==> config.mk <==
export PLATFORM = sky130hd
export DESIGN_NAME = csps_weight
export DESIGN_NICKNAME = d
export VERILOG_FILES = /design/src/hdl/csps_pkg.sv /design/src/hdl/csps_weight.sv
export SDC_FILE = /design/constraint.sdc
export NUM_CORES = 2
export LEC_CHECK = 0
export BUFFER_PORTS_ARGS = -buffer_cell sky130_fd_sc_hd__buf_2
export CELL_PAD_IN_SITES_DETAIL_PLACEMENT = 0
export CELL_PAD_IN_SITES_GLOBAL_PLACEMENT = 1
export CORE_ASPECT_RATIO = 0.75
export CORE_UTILIZATION = 57
export CTS_BUF_LIST = sky130_fd_sc_hd__clkbuf_16
export CTS_CLUSTER_DIAMETER = 200
export DETAILED_ROUTE_END_ITERATION = 7
export PLACE_DENSITY_LB_ADDON = 0.1
export SYNTH_ARGS = -nofsm -noshare
export SYNTH_HDL_FRONTEND = slang
export SYNTH_SLANG_ARGS = --single-unit
==> constraint.sdc <==
create_clock -name i_clk -period 14.35 [get_ports i_clk]
set_input_delay 2.1525 -clock i_clk [delete_from_list [all_inputs] [get_ports i_clk]]
set_output_delay 2.1525 -clock i_clk [all_outputs]
set_load 0.005 [all_outputs]
==> src/hdl/csps_pkg.sv <==
// ----------------------------------------------------------------------------
// csps_pkg
// Shared types and constants of the cubic spline point sampler: field widths,
// request and basis codes, register indexes and the fixed-point reciprocal.
// ----------------------------------------------------------------------------
package csps_pkg;

    // field widths
    localparam int unsigned COORD_W = 32;
    localparam int unsigned POINT_W = 3 * COORD_W;
    localparam int unsigned PARAM_W = 26;
    localparam int unsigned INDEX_W = 10;
    localparam int unsigned COUNT_W = 11;

    // configuration port
    localparam int unsigned APB_DATA_W = 32;
    localparam int unsigned APB_ADDR_W = 3;
    localparam logic [0:0]  REG_POINT_COUNT = 1'b0;
    localparam logic [0:0]  REG_BASIS_MODE  = 1'b1;

    // pipeline depth, query accept to result register
    localparam int unsigned STAGES = 8;
    typedef logic [STAGES-1:0] t_stage_en;

    // 1/6 in Q0.32
    localparam logic signed [31:0] RECIP6_Q32 = 32'sd715827883;

    // saturation limits
    localparam logic signed [COORD_W-1:0] COORD_MAX = {1'b0, {(COORD_W-1){1'b1}}};
    localparam logic signed [COORD_W-1:0] COORD_MIN = {1'b1, {(COORD_W-1){1'b0}}};

    typedef enum logic {
        REQ_STORE = 1'b0,
        REQ_EVAL  = 1'b1
    } t_req;

    typedef enum logic {
        BASIS_BSPLINE = 1'b0,
        BASIS_CATROM  = 1'b1
    } t_basis;

endpackage

==> src/hdl/csps_weight.sv <==
// ----------------------------------------------------------------------------
// csps_weight
// Basis weight pipeline: u squared, u cubed, basis polynomials, and the
// rounded division by six for the B-spline basis. Four stages.
// ----------------------------------------------------------------------------
module csps_weight
    import csps_pkg::*;
#(
    parameter int unsigned FRAC_BITS = 16
) (
    input  logic                          i_clk,
    input  logic [3:0]                    i_en,
    input  logic [FRAC_BITS-1:0]          i_u,
    input  t_basis                        i_basis_mode,
    output logic signed [FRAC_BITS+3:0]   o_weight [4]
);

    localparam int unsigned WW  = FRAC_BITS + 4;
    localparam int unsigned SQW = 2 * FRAC_BITS;
    localparam int unsigned PRW = WW + 32;

    localparam logic [SQW-1:0]        HALF    = SQW'(1) << (FRAC_BITS - 1);
    localparam logic signed [WW-1:0]  ONE     = WW'(1) << FRAC_BITS;
    localparam logic signed [WW-1:0]  K2      = WW'(2);
    localparam logic signed [WW-1:0]  K3      = WW'(3);
    localparam logic signed [WW-1:0]  K4      = WW'(4);
    localparam logic signed [WW-1:0]  K5      = WW'(5);
    localparam logic signed [WW-1:0]  K6      = WW'(6);
    localparam logic signed [PRW-1:0] ROUND32 = PRW'(1) << 31;

    logic [FRAC_BITS-1:0]   r1_u, r1_uu;
    logic [FRAC_BITS-1:0]   r2_u, r2_uu, r2_uuu;
    logic signed [WW-1:0]   r3_coef [4];
    logic signed [WW-1:0]   r4_weight [4];

    logic [SQW-1:0]         sq, cube;
    logic signed [WW-1:0]   eu, euu, euuu;
    logic signed [WW-1:0]   n_coef [4];
    logic signed [PRW-1:0]  scaled [4];
    logic signed [WW-1:0]   n_weight [4];

    // stage 1: rounded u squared
    assign sq = SQW'(i_u) * SQW'(i_u) + HALF;

    always_ff @(posedge i_clk) begin
        if (i_en[0]) begin
            r1_u  <= i_u;
            r1_uu <= sq[SQW-1:FRAC_BITS];
        end
    end

    // stage 2: rounded u cubed
    assign cube = SQW'(r1_uu) * SQW'(r1_u) + HALF;

    always_ff @(posedge i_clk) begin
        if (i_en[1]) begin
            r2_u   <= r1_u;
            r2_uu  <= r1_uu;
            r2_uuu <= cube[SQW-1:FRAC_BITS];
        end
    end

    // stage 3: basis polynomials, six times or two times the weights
    assign eu   = signed'({4'b0, r2_u});
    assign euu  = signed'({4'b0, r2_uu});
    assign euuu = signed'({4'b0, r2_uuu});

    always_comb begin
        unique case (i_basis_mode)
            BASIS_BSPLINE: begin
                n_coef[0] = ONE - K3 * eu + K3 * euu - euuu;
                n_coef[1] = K4 * ONE - K6 * euu + K3 * euuu;
                n_coef[2] = ONE + K3 * eu + K3 * euu - K3 * euuu;
                n_coef[3] = euuu;
            end
            BASIS_CATROM: begin
                n_coef[0] = K2 * euu - euuu - eu;
                n_coef[1] = K3 * euuu - K5 * euu + K2 * ONE;
                n_coef[2] = K4 * euu - K3 * euuu + eu;
                n_coef[3] = euuu - euu;
            end
            default: begin
                n_coef[0] = '0;
                n_coef[1] = '0;
                n_coef[2] = '0;
                n_coef[3] = '0;
            end
        endcase
    end

    always_ff @(posedge i_clk) begin
        if (i_en[2]) begin
            r3_coef <= n_coef;
        end
    end

    // stage 4: divide by six through the Q0.32 reciprocal, rounded (B-spline only)
    always_comb begin
        for (int k = 0; k < 4; k++) begin
            scaled[k] = r3_coef[k] * RECIP6_Q32 + ROUND32;
            if (i_basis_mode == BASIS_BSPLINE) begin
                n_weight[k] = scaled[k][PRW-1:32];
            end else begin
                n_weight[k] = r3_coef[k];
            end
        end
    end

    always_ff @(posedge i_clk) begin
        if (i_en[3]) begin
            r4_weight <= n_weight;
        end
    end

    assign o_weight = r4_weight;

endmodule

==> key figures <==
Critical path
  – Largest stage delay, worst path: 0.53 ns
  – Crit path max fanout: 15
  – Startpoint Class: primary input
  – Crit. End Element: register
  – Most used cell, CP: inv_1
  – Worst EP required: 14.69 ns
  – Worst EP arrival: 8.47 ns
  – CP Class: primary input to register
  – Top delay family on crit path: adder cells
  – CP max stage cell: fa_1
  – CP bufs+invs: 8

STA
  – Skew final: 0.0324 ns
  – Tcrit/Tclk final: 56.6%
  – TNS Setup: 0 ns
  – Worst Max-Slew Pin Slew: 1.05 ns
  – Final setup fails: 0
  – RSZ-0062 raised after global routing: false
  – Max transition margin: 30.0%
  – Hold Vio Cnt, Final: 0
  – Max Transition Viols Final: 0
  – Final hold slack: 0.741 ns
  – Max Clk Rate: 0.123 GHz
  – Tmin final: 8.13 ns

CTS
  – Clock Tree Root: clkbuf_16
  – CTS Sinks: 235
  – Num CTS Buffers: 34
  – Setup bufs post-CTS: 0
  – Clock Latency Late Sink: 0.60 ns
  – CTS resizes: 0
  – Cts hold-fix bufs: 0
  – Clock H-tree levels: 2
  – CTS tree: built
  – Clk slew on worst S/H paths: 0.06 ns
  – Bufs on Longest Clock Path: 3

Worst hold path
  – Worst hold path type: register to register

Die
  – Die area: 111000 sq um
  – Width of the die: 384 um
  – # IOs: 102
  – Initial core utilization: 57.8%
  – Placeable Area: 108000 sq um
  – Die span in y: 288 um
  – Cell Rows: 104

Logic synthesis
  – Seq/Total Area, Yosys: 11.3%
  – Asr flop ratio synth: 0%
  – Mapped Cells: 6496
  – Post-Syn Nets: 8728
  – Leading area contributor after synthesis: fa_1
  – Post-synthesis instance area: 62200 sq um
  – Most used flip-flop cell after synthesis: edfxtp_1
  – Synth top area share: 29.2%
  – Seq cells post-synth: 235
  – Synth area leaders: fa_1 29%, ha_1 26%, edfxtp_1 11%, inv_1 8.8%, nand2_1 2.7%
  – Yosys cell types: 83
  – Mean Syn Cell Area: 9.58 sq um
  – EDFF count, synth: 235
  – Synth warnings: 0

Layout
  – Fill cell total of the finished layout: 9525
  – Fin nets: 8781
  – Antenna cells: 0
  – Non-filler cells, final: 8004
  – Commonest non-fill, non-tap cell in the layout: inv_1
  – Share of layout cells above drive strength 1: 3.29%
  – Multi-input gate area: 49300 sq um
  – Most frequent cells in the layout: 1465 x inv_1, 1301 x ha_1, 909 x fa_1, 447 x nand2_1, 255 x a21oi_1
  – Area Overhead vs Synth: 5.02%
  – Register Area: 7060 sq um

Status
  – Status: finished, violations left
  – Failing checks: DRC

Global route
  – GRT Max-Usage Layer: met1
  – Initial antenna violation count: 1
  – Vias in the first global route: 44900
  – Largest net degree at the start of global routing: 100
  – GR Util met2: 42.6%
  – GRT Residual Overflow: 0
  – Met1 usage: 45.5%
  – Global Route Usage Sum: 29.0%
  – Met3 Use GR: 4.90%
  – First-pass GRT wire length: 250 mm

Routing
  – Drt wl/cell: 19.4 um
  – ANT nets after route: 0
  – First DRT Iteration DRCs: 3052
  – DRT Pass-1 Iters: 7
  – Routed wire length: 155 mm
  – Vias: 44400
  – Post-DR vias/cell: 5.55
  – Residual DRC: 1

Placement
  – Dpl cells: 7944
  – RD Place Congestion: 0.951
  – Final HPWL DP: 133 mm
  – IO buf count: 101

Flow run
  – Maxcap violations: 0
[registers in the layout, indices dropped and copies added, names as in the netlist]
name and flops:
r2_u 16, r3_coef 75, r1_uu 16, r1_u 16
r2_uu 16, r2_uuu 16, o_weight 80
[through the flow]
step	cell area (sq um)	util (%)	worst slack (ns)
after global routing	65400	60.7	5.76
after detailed placement	64300	59.7	5.55
after CTS	65400	60.7	6.17
after floorplan	62200	-	6.39
after global placement	64300	59.7	5.63
final	65400	60.7	6.22
[cell usage after synthesis, drive strengths merged (7+ instances only)]
library cell and n:
a21oi 256, a2111oi 9, a41o 8, ha 1301, or3 27, nand3 73, o21a 48, and2 180
nor2b 44, o31a 8, mux2 8, a21o 158, o31ai 22, a311oi 11, nand2b 32, o2111ai 12
nor3b 7, nand2 447, a211oi 37, inv 1463, a21boi 13, o21ai 222, buf 7, and4 10
nor4 8, nand4 27, o41ai 11, clkbuf 95, o21bai 33, a31oi 36, fa 909, a211o 11
o22ai 8, xnor2 191, o211ai 28, xor2 90, edfxtp 235, nor2 214, and3 25, nor3 68
or2 16, mux2i 11
[final cells by class]
class	count	area share (%)
Clock buffer	35	1.34
Clock inverter	25	0.322
Inverter	1466	8.42
Multi-Input combinational cell	4692	75.4
Sequential cell	235	10.8
Tap cell	1431	2.74
Timing Repair Buffer	120	1.01
[metal layers]
metal	share of wire, %	vias up
li1	-	21400
met1	51	21800
met2	41	1125
met3	6.7	118
met4	1.2	2
met5	0.0045	-
[worst min-delay path: cells and delay by family, from the launching register on]
family           cells  cell delay (ns)
AO/OA/AOI/OAI        1             0.09
flip-flops           1             0.45
AND/OR/NAND/NOR      1             0.09
[worst paths after layout]
kind	start	to	slack, ns	depth (start not counted)
setup / recovery	i_u[2]	r1_uu[14]$_DFFE_PP_	6.22	26
hold / removal	r3_coef[1]$_DFFE_PP_	o_weight[1]$_DFFE_PP_	0.74	2
setup reg to reg	r3_coef[45]$_DFFE_PP_	o_weight[57]$_DFFE_PP_	6.32	22
hold reg to reg	r3_coef[1]$_DFFE_PP_	o_weight[1]$_DFFE_PP_	0.74	2
[logic make-up after synthesis]
family | count (synthesis) | synth area share [%]
AO/OA/AOI/OAI | 984 | 10.3
XOR/XNOR | 281 | 3.95
adder cells (fa/ha/maj) | 2210 | 55.4
buffers and inverters | 1569 | 9.51
flip-flops | 235 | 11.3
multiplexers | 19 | 0.322
AND/OR/NAND/NOR | 1198 | 9.22
Power is not shown: default switching activity piles up to over one toggle a cycle in this logic, so the estimate is an artifact.
